--- config.mk ---
export PLATFORM = sky130hd
export DESIGN_NAME = crcfr_front
export DESIGN_NICKNAME = d
export VERILOG_FILES = /design/src/hdl/crcfr_pkg.sv /design/src/hdl/crcfr_front.sv
export SDC_FILE = /design/constraint.sdc
export NUM_CORES = 1
export LEC_CHECK = 0
export BUFFER_PORTS_ARGS = -buffer_cell sky130_fd_sc_hd__buf_2
export CORE_ASPECT_RATIO = 2
export CORE_MARGIN = 5
export CORE_UTILIZATION = 37
export DETAILED_ROUTE_END_ITERATION = 7
export PLACE_DENSITY = 0.59
export SLEW_MARGIN = 20
export SYNTH_ARGS = -nofsm -noshare
export SYNTH_HDL_FRONTEND = slang
export SYNTH_SLANG_ARGS = --single-unit
--- constraint.sdc ---
create_clock -name clk -period 3.1 [get_ports clk]
set_input_delay 0.31 -clock clk [delete_from_list [all_inputs] [get_ports clk]]
set_output_delay 0.31 -clock clk [all_outputs]
set_load 0.05 [all_outputs]
--- src/hdl/crcfr_pkg.sv ---
// Shared types, codes and the CRC-16 byte update for the command framer.
// No dependencies; every other file of the block imports this package.
package crcfr_pkg;

  // Frame limit on command and response lengths, in bytes
  localparam int unsigned FRAME_LIMIT = 256;
  // CRC-16 generator polynomial, data taken LSB first, seed zero
  localparam logic [15:0] CRC_POLY = 16'h8005;
  // Word address byte placed before each command after reset
  localparam logic [7:0] CMD_HEADER_RESET = 8'h03;
  // Words of one queued job and their index width
  localparam int unsigned JOB_WORDS = 5;
  localparam int unsigned JOB_IDX_W = $clog2(JOB_WORDS);
  // Default depth of the job queue between front and back
  localparam int unsigned QUEUE_DEPTH_DEF = 4;

  // Input function codes
  localparam logic FUNC_TX = 1'b0;
  localparam logic FUNC_RX = 1'b1;

  // Result kind codes
  localparam logic KIND_TX = 1'b0;
  localparam logic KIND_RX = 1'b1;

  // Result status codes
  localparam logic [1:0] STATUS_OK      = 2'd0;
  localparam logic [1:0] STATUS_CRC_ERR = 2'd1;
  localparam logic [1:0] STATUS_LEN_ERR = 2'd2;

  // One job: up to five result words that share kind and status
  typedef struct packed {
    logic                            kind;
    logic [1:0]                      status;
    logic                            last_flag;  // mark the final word last
    logic [JOB_IDX_W:0]              cnt;        // words in this job, 1 to 5
    logic [JOB_WORDS-1:0][7:0]       bytes;      // bytes[0] goes out first
  } crcfr_job_t;

  // Advance the CRC by one byte, bit 0 first
  function automatic logic [15:0] crc16_byte(input logic [15:0] crc_in,
                                             input logic [7:0]  data);
    logic [15:0] c;
    c = crc_in;
    for (int i = 0; i < 8; i++) begin
      if (data[i] ^ c[15]) begin
        c = {c[14:0], 1'b0} ^ CRC_POLY;
      end else begin
        c = {c[14:0], 1'b0};
      end
    end
    return c;
  endfunction

endpackage

--- src/hdl/crcfr_front.sv ---
// Front end: accepts input words, keeps transmit and receive frame state,
// computes the CRC and turns each word into at most one queued job. Uses crcfr_pkg.
module crcfr_front import crcfr_pkg::*; (
  input  logic             clk,
  input  logic             rst_n,
  input  logic             in_valid,
  output logic             in_ready,
  input  logic             in_func,
  input  logic [7:0]       in_data_in,
  input  logic [7:0]       in_cmd_length,
  input  logic             cfg_wr_en,
  input  logic [7:0]       cfg_command_header,
  input  logic             q_full,
  output logic             q_push,
  output crcfr_job_t       q_push_job
);

  logic [7:0]  hdr_r, hdr_nxt;
  logic [15:0] tx_crc_r, tx_crc_nxt;
  logic [7:0]  tx_rem_r, tx_rem_nxt;
  logic        tx_drop_r, tx_drop_nxt;
  logic [15:0] rx_crc_r, rx_crc_nxt;
  logic [7:0]  rx_cnt_r, rx_cnt_nxt;
  logic [7:0]  rx_idx_r, rx_idx_nxt;
  logic [7:0]  rx_first_r, rx_first_nxt;
  logic [7:0]  rx_lo_r, rx_lo_nxt;

  logic        accept;
  logic [7:0]  len_eff;
  logic [9:0]  len_sum;
  logic        too_long;
  logic [7:0]  len_byte;
  logic [7:0]  len_m1;
  logic [7:0]  rem_m1;
  logic [15:0] crc_first;
  logic [15:0] crc_cont;
  logic [8:0]  rx_idx_p1;
  logic [8:0]  rx_idx_p2;
  logic [8:0]  rx_cnt9;
  logic        rx_bad_cnt;
  logic        rx_crc_ok;
  crcfr_job_t  job;
  logic        job_valid;

  // Take a word whenever the queue has room
  assign in_ready = !q_full;
  assign accept   = in_valid && in_ready;

  // Length arithmetic for the first byte of a command
  assign len_eff   = (in_cmd_length == 8'd0) ? 8'd1 : in_cmd_length;
  assign len_sum   = {2'b00, len_eff} + 10'd4;
  assign too_long  = len_sum >= 10'(FRAME_LIMIT);
  assign len_byte  = len_eff + 8'd3;
  assign len_m1    = len_eff - 8'd1;
  assign rem_m1    = tx_rem_r - 8'd1;
  assign crc_first = crc16_byte(crc16_byte(16'h0000, len_byte), in_data_in);
  assign crc_cont  = crc16_byte(tx_crc_r, in_data_in);

  // Response position arithmetic
  assign rx_idx_p1  = {1'b0, rx_idx_r} + 9'd1;
  assign rx_idx_p2  = {1'b0, rx_idx_r} + 9'd2;
  assign rx_cnt9    = {1'b0, rx_cnt_r};
  assign rx_bad_cnt = (rx_cnt_r < 8'd3) || (rx_cnt9 >= 9'(FRAME_LIMIT));
  assign rx_crc_ok  = (rx_crc_r[7:0] == rx_lo_r) && (rx_crc_r[15:8] == in_data_in);

  // Classify the word and build its job
  always_comb begin
    hdr_nxt      = cfg_wr_en ? cfg_command_header : hdr_r;
    tx_crc_nxt   = tx_crc_r;
    tx_rem_nxt   = tx_rem_r;
    tx_drop_nxt  = tx_drop_r;
    rx_crc_nxt   = rx_crc_r;
    rx_cnt_nxt   = rx_cnt_r;
    rx_idx_nxt   = rx_idx_r;
    rx_first_nxt = rx_first_r;
    rx_lo_nxt    = rx_lo_r;
    job          = '0;
    job_valid    = 1'b0;
    if (accept) begin
      if (in_func == FUNC_TX) begin
        job.kind   = KIND_TX;
        job.status = STATUS_OK;
        if (tx_rem_r == 8'd0) begin
          tx_rem_nxt = len_m1;
          job_valid  = 1'b1;
          if (too_long) begin
            // One length error, then drop the rest of the command
            tx_drop_nxt   = (len_m1 != 8'd0);
            job.status    = STATUS_LEN_ERR;
            job.last_flag = 1'b1;
            job.cnt       = (JOB_IDX_W+1)'(1);
            job.bytes[0]  = 8'd0;
          end else begin
            tx_drop_nxt   = 1'b0;
            tx_crc_nxt    = crc_first;
            job.bytes[0]  = hdr_r;
            job.bytes[1]  = len_byte;
            job.bytes[2]  = in_data_in;
            job.bytes[3]  = crc_first[7:0];
            job.bytes[4]  = crc_first[15:8];
            job.last_flag = (len_m1 == 8'd0);
            job.cnt       = (len_m1 == 8'd0) ? (JOB_IDX_W+1)'(5) : (JOB_IDX_W+1)'(3);
          end
        end else if (tx_drop_r) begin
          // Swallow a byte of an over-long command
          tx_rem_nxt  = rem_m1;
          tx_drop_nxt = (rem_m1 != 8'd0);
        end else begin
          tx_crc_nxt    = crc_cont;
          tx_rem_nxt    = rem_m1;
          job_valid     = 1'b1;
          job.bytes[0]  = in_data_in;
          job.bytes[1]  = crc_cont[7:0];
          job.bytes[2]  = crc_cont[15:8];
          job.last_flag = (rem_m1 == 8'd0);
          job.cnt       = (rem_m1 == 8'd0) ? (JOB_IDX_W+1)'(3) : (JOB_IDX_W+1)'(1);
        end
      end else begin
        job.kind      = KIND_RX;
        job.last_flag = 1'b1;
        job.cnt       = (JOB_IDX_W+1)'(1);
        if (rx_idx_r == 8'd0) begin
          // Count byte opens the response
          rx_cnt_nxt   = in_data_in;
          rx_crc_nxt   = crc16_byte(16'h0000, in_data_in);
          rx_first_nxt = 8'd0;
          rx_lo_nxt    = 8'd0;
          if (in_data_in <= 8'd1) begin
            job_valid    = 1'b1;
            job.status   = STATUS_LEN_ERR;
            job.bytes[0] = 8'd0;
          end else begin
            rx_idx_nxt = 8'd1;
          end
        end else begin
          if (rx_idx_r == 8'd1) begin
            rx_first_nxt = in_data_in;
          end
          if (rx_idx_p2 < rx_cnt9) begin
            rx_crc_nxt = crc16_byte(rx_crc_r, in_data_in);
          end
          if (rx_idx_p2 == rx_cnt9) begin
            rx_lo_nxt = in_data_in;
          end
          if (rx_idx_p1 >= rx_cnt9) begin
            // Final byte: report the check
            rx_idx_nxt = 8'd0;
            job_valid  = 1'b1;
            if (rx_bad_cnt) begin
              job.status   = STATUS_LEN_ERR;
              job.bytes[0] = 8'd0;
            end else begin
              job.status   = rx_crc_ok ? STATUS_OK : STATUS_CRC_ERR;
              job.bytes[0] = rx_first_r;
            end
          end else begin
            rx_idx_nxt = rx_idx_p1[7:0];
          end
        end
      end
    end
  end

  assign q_push     = job_valid;
  assign q_push_job = job;

  // Hold control state across words
  always_ff @(posedge clk) begin
    if (!rst_n) begin
      hdr_r      <= CMD_HEADER_RESET;
      tx_crc_r   <= '0;
      tx_rem_r   <= '0;
      tx_drop_r  <= 1'b0;
      rx_crc_r   <= '0;
      rx_cnt_r   <= '0;
      rx_idx_r   <= '0;
      rx_first_r <= '0;
      rx_lo_r    <= '0;
    end else begin
      hdr_r      <= hdr_nxt;
      tx_crc_r   <= tx_crc_nxt;
      tx_rem_r   <= tx_rem_nxt;
      tx_drop_r  <= tx_drop_nxt;
      rx_crc_r   <= rx_crc_nxt;
      rx_cnt_r   <= rx_cnt_nxt;
      rx_idx_r   <= rx_idx_nxt;
      rx_first_r <= rx_first_nxt;
      rx_lo_r    <= rx_lo_nxt;
    end
  end

  // Dropping only happens while bytes of the command remain
  a_drop_needs_rem: assert property (@(posedge clk) disable iff (!rst_n)
    tx_drop_r |-> (tx_rem_r != 8'd0))
    else $error("drop flag set with no command bytes left");

  // An open response always sits before its end
  a_rx_inside_frame: assert property (@(posedge clk) disable iff (!rst_n)
    (rx_idx_r != 8'd0) |-> (rx_idx_r < rx_cnt_r))
    else $error("response position past its count");

endmodule

# == Word-level counts from Yosys, hierarchy flattened ==
# Cells that the tools add are included.
# totals
register_bits,81
latchBits,0
mem_bits_rw,0
rom_bits,0
inputBits,30
out_inout_bits,50
elab_cells,263
memories,0
# classes
n_addsub,6
n_mul,0
div,0
order_cmp,6
n_eq_ne,7
shifts,0
muxes,137
bitwise_logic,77
reduce_logical,21
# ops
op,n
$mux 16,95
$mux 8,15
$not 3->3,38
$mux 32,2
$mux 24,2
$mux 48,1
$logic_not 8->1,5
$xor 1x1->1,38
$eq 8x8->1,2
$reduce_bool 8->1,2
$sub 8x1->8 const B,2
$mux 5,3
$reduce_and 3->1,5
$mux 2,7
$mux 1,11
$add 8x1->9 const B,1
$add 8x2->9 const B,1
$add 8x3->9 const B,1
$eq 9x8->1,1
$ge 8x9->1 const B,1
$ge 9x8->1,1
$ge 9x9->1 const B,1
$lt 9x8->1,1
$add 8x2->8 const B,1
13 further kinds,17

# == Depth between registers and ports, before layout ==
# logic_depth
ltp_word,46
mapped_depth,14
ltp_nobuf,12

# == Least setup slack after synthesis ==
# OpenSTA, ideal clock, no wires.
# synth_timing
kind,input to output
start,in in_cmd_length[5]
end,out q_push_job[25] (netlist bit)
t_arrival_ns,3.607
required_time_ns,2.790
slack_ns,-0.817
stages,12
n_path_buf,2
cell_sequence,buf_6 -> or4_4 -> nor3_1 -> a21oi_1 -> ha_1 -> buf_2 -> or3_1 -> nand3_2 -> xor2_1 -> xnor3_2 -> xor2_1 -> nor2_1
# synth_lines
element,line_no,source
"start, declared",crcfr_front.sv:10,"input logic [7:0] in_cmd_length,"
"end, declared",crcfr_front.sv:15,output crcfr_job_t q_push_job

==> summary.txt <==
Post-synth ARST share -> 0%
Yosys warning count -> 0
final WL -> 21900 um
met2 Use GR -> 43.8%
first-pass GRT wire length -> 33200 um
dpl cell area -> 7130 um2
final setup TNS -> -0.477 ns
P_leak -> 3.25 nW
FMAX -> 309 MHz
Hold Path Class -> input port to flip-flop
CP Capture Type -> output port
max-cap violations -> 0
row count -> 66
Peak VDD IR -> 0.317 mV
Filler Cells Inserted -> 1628
Slew Viols, Final -> 0
syn_area_per_cell -> 7.90 um2
area leader, netlist -> dfxtp_1
post-synthesis sequential area ratio -> 26.7%
initial core utilization -> 37.6%
commonest cells after routing, fill and taps aside -> buf_4 (80), nand2_1 (79), dfxtp_1 (79), nor2_1 (73), xnor2_1 (69)
I/O Pins -> 80
Core ar. -> 16200 um2
Top Usage Layer GRT -> met2
Critical Path End -> q_push_job[7]
clk_lat worst skew -> 0.35 ns
design area -> 7960 um2
initial antenna violation count -> 0
Max Fanout on Critical Path -> 3
synth top area cells -> dfxtp_1 (27%), xnor2_1 (11%), ha_1 (6.0%)
syn_nets -> 829
Mapped Cells -> 770
layout cells sized above 1 -> 28.0%
DR pass1 iterations -> 5
status -> finished with violations
antenna cells -> 0
Die Y -> 191 um
area of the multi-input gates -> 4490 um2
Worst Setup Start Kind -> flip-flop
Synth Flop Type -> dfxtp_1
largest net degree at the start of global routing -> 46
CTS H-tree lvls -> 3
pwr dens -> 466 nW/um2
CTS buffer count -> 9
CP Data Required Time -> 2.79 ns
clk slew on worst S/H paths -> 0.07 ns
Final setup viols -> 9
met1 Track Usage GR -> 20.6%
Mapped Area -> 6080 um2
initial DRC count -> 345
Data arrival, critical path -> 2.93 ns
DR vias/cell -> 5.54
commonest non-fill, non-tap cell in the layout -> buf_4
clock sink count -> 81
post-route ant nets -> 0
Netlist cell types -> 66
HPWL after DPL -> 17000 um
CTS Root Cell -> clkbuf_16
met3 Usage GRT -> 2.85%
worst-margin pin slew -> 0.783 ns
Die X -> 101 um
R2R Setup Slk -> 0.20 ns
final worst clock skew -> 0.0100 ns
Clock Path Buffers -> 2
synthesis-to-finish area growth -> 31.0%
placed insts -> 1072
reg2reg start -> rx_idx_r[1]$_SDFFE_PN0P_
fin nets -> 948
Reg area -> 1630 um2
failing checks -> negative setup slack
Final min period -> 3.24 ns
wire length per cell -> 19.9 um
min setup slack post-route -> -0.140 ns
Final Wtd Congestion -> 0.964
via count -> 6079
GRT overflow -> 0
Reg2Reg Depth -> 11
EDFF count, synth -> 0
slew margin rel. -> 47.3%
pre-CTS WS -> -0.330 ns
R2R Path End -> rx_crc_r[2]$_SDFFE_PN0P_
CTS tree -> done
# hold bufs at CTS -> 0
vias in the first global route -> 6259
Critical Path Start -> rx_idx_r[1]$_SDFFE_PN0P_
Hold Fails Final Rpt -> 0
drt drc -> 0
total track usage -> 22.6%
area of the die -> 19300 um2
PortBufs -> 78
final period utilization -> 105%
RSZ-0062 raised after global routing -> true
Final Non-Filler Cells -> 1097
Synth top area share -> 26.7%
synthesis-stage register bit count -> 81
crit path kind -> flip-flop to output port
[cell type report]
cell class                 count  share of cell area, %
multi-input combinational    607                   56.4
sequential                    81                   20.5
timing repair buffer         162                   14.9
tap                          204                   3.21
clock buffer                  11                   2.92
inverter                      28                   1.38
clock inverter                 4                  0.691
[layer usage]
layer  wire length (um)  share of wire, %  vias up
met5                  0                 0        -
met4               1500               6.9        0
met3                722               3.3       86
met2              12500                57      192
met1               7170                33     2892
li1                   -                 -     2909
[state kept, by name, summed over array words and instances (netlist names)]
register,flops
tx_drop_r,1
tx_rem_r,8
rx_lo_r,8
rx_idx_r,8
rx_first_r,8
tx_crc_r,16
hdr_r,8
rx_crc_r,16
rx_cnt_r,8
[worst min-delay path by stage]
stage | start | endpoint | slack, ns | cells after the start
floorplan | rx_cnt_r[2]$_SDFFE_PN0P_ | rx_cnt_r[2]$_SDFFE_PN0P_ | 0.44 | 2
global placement | rx_cnt_r[2]$_SDFFE_PN0P_ | rx_cnt_r[2]$_SDFFE_PN0P_ | 0.44 | 2
detailed placement | rx_cnt_r[2]$_SDFFE_PN0P_ | rx_cnt_r[2]$_SDFFE_PN0P_ | 0.45 | 2
CTS | cfg_command_header[3] | hdr_r[3]$_SDFFE_PN0P_ | 0.20 | 3
global route | cfg_command_header[0] | hdr_r[0]$_SDFFE_PN1P_ | 0.23 | 3
finish | cfg_command_header[1] | hdr_r[1]$_SDFFE_PN1P_ | 0.20 | 3
[where the power goes]
part	internal [mW]	total, mW	switching [mW]	leakage [nW]
logic	0.632	1.51	0.873	2.45
registers	1.08	1.13	0.0454	0.659
clock network	0.624	1.08	0.454	0.136
total	2.34	3.71	1.37	3.25
[critical path: stages, from the launching register on]
cell      delay, ns
dfxtp_4        0.39
inv_4          0.05
ha_4           0.27
ha_4           0.19
a21boi_2       0.15
o21a_1         0.17
o21a_1         0.16
o21a_1         0.18
o21ai_1        0.15
a22oi_2        0.11
and4_4         0.21
a221o_2        0.40
buf_8          0.16
[synth_stat cells, drive strengths merged, types with 14 or more instances]
master  number
o21ai       38
buf         24
nor3        14
nor2        79
nand3       21
inv         28
ha          29
xnor2       79
xor2        35
a22oi       29
nand2       80
clkbuf      30
a21oi       51
dfxtp       81
[through the flow]
step | hold WS (ns) | power [mW] | utilization [%]
6_report | 0.202 | 3.71 | 49.2
5_1_grt | 0.225 | 3.88 | 49.2
4_1_cts | 0.202 | 3.65 | 46.7
3_5_place_dp | 0.448 | 2.53 | 44.0
3_3_place_gp | 0.443 | 2.53 | 44.0
2_1_floorplan | 0.436 | 2.11 | -
[repair_timing]
| action | 4_1_cts | 5_1_grt |
|---|---|---|
| pin swaps | 15 | 18 |
| setup endpoints to repair | 17 | 29 |
| endpoints found under the hold margin | 0 | 0 |
| buffers inserted | 1 | 9 |
| gates resized for setup | 38 | 67 |
[cell families after synthesis]
family	after synthesis	synth area share, %
compound gates	192	21.1
mux	15	2.51
simple gates	253	19.3
fa+ha+maj	29	5.97
flops	81	26.7
xor+xnor	117	18.3
buf+inv	82	6.07
other cells	1	0.0617
Power figures use the tool's default switching activity.
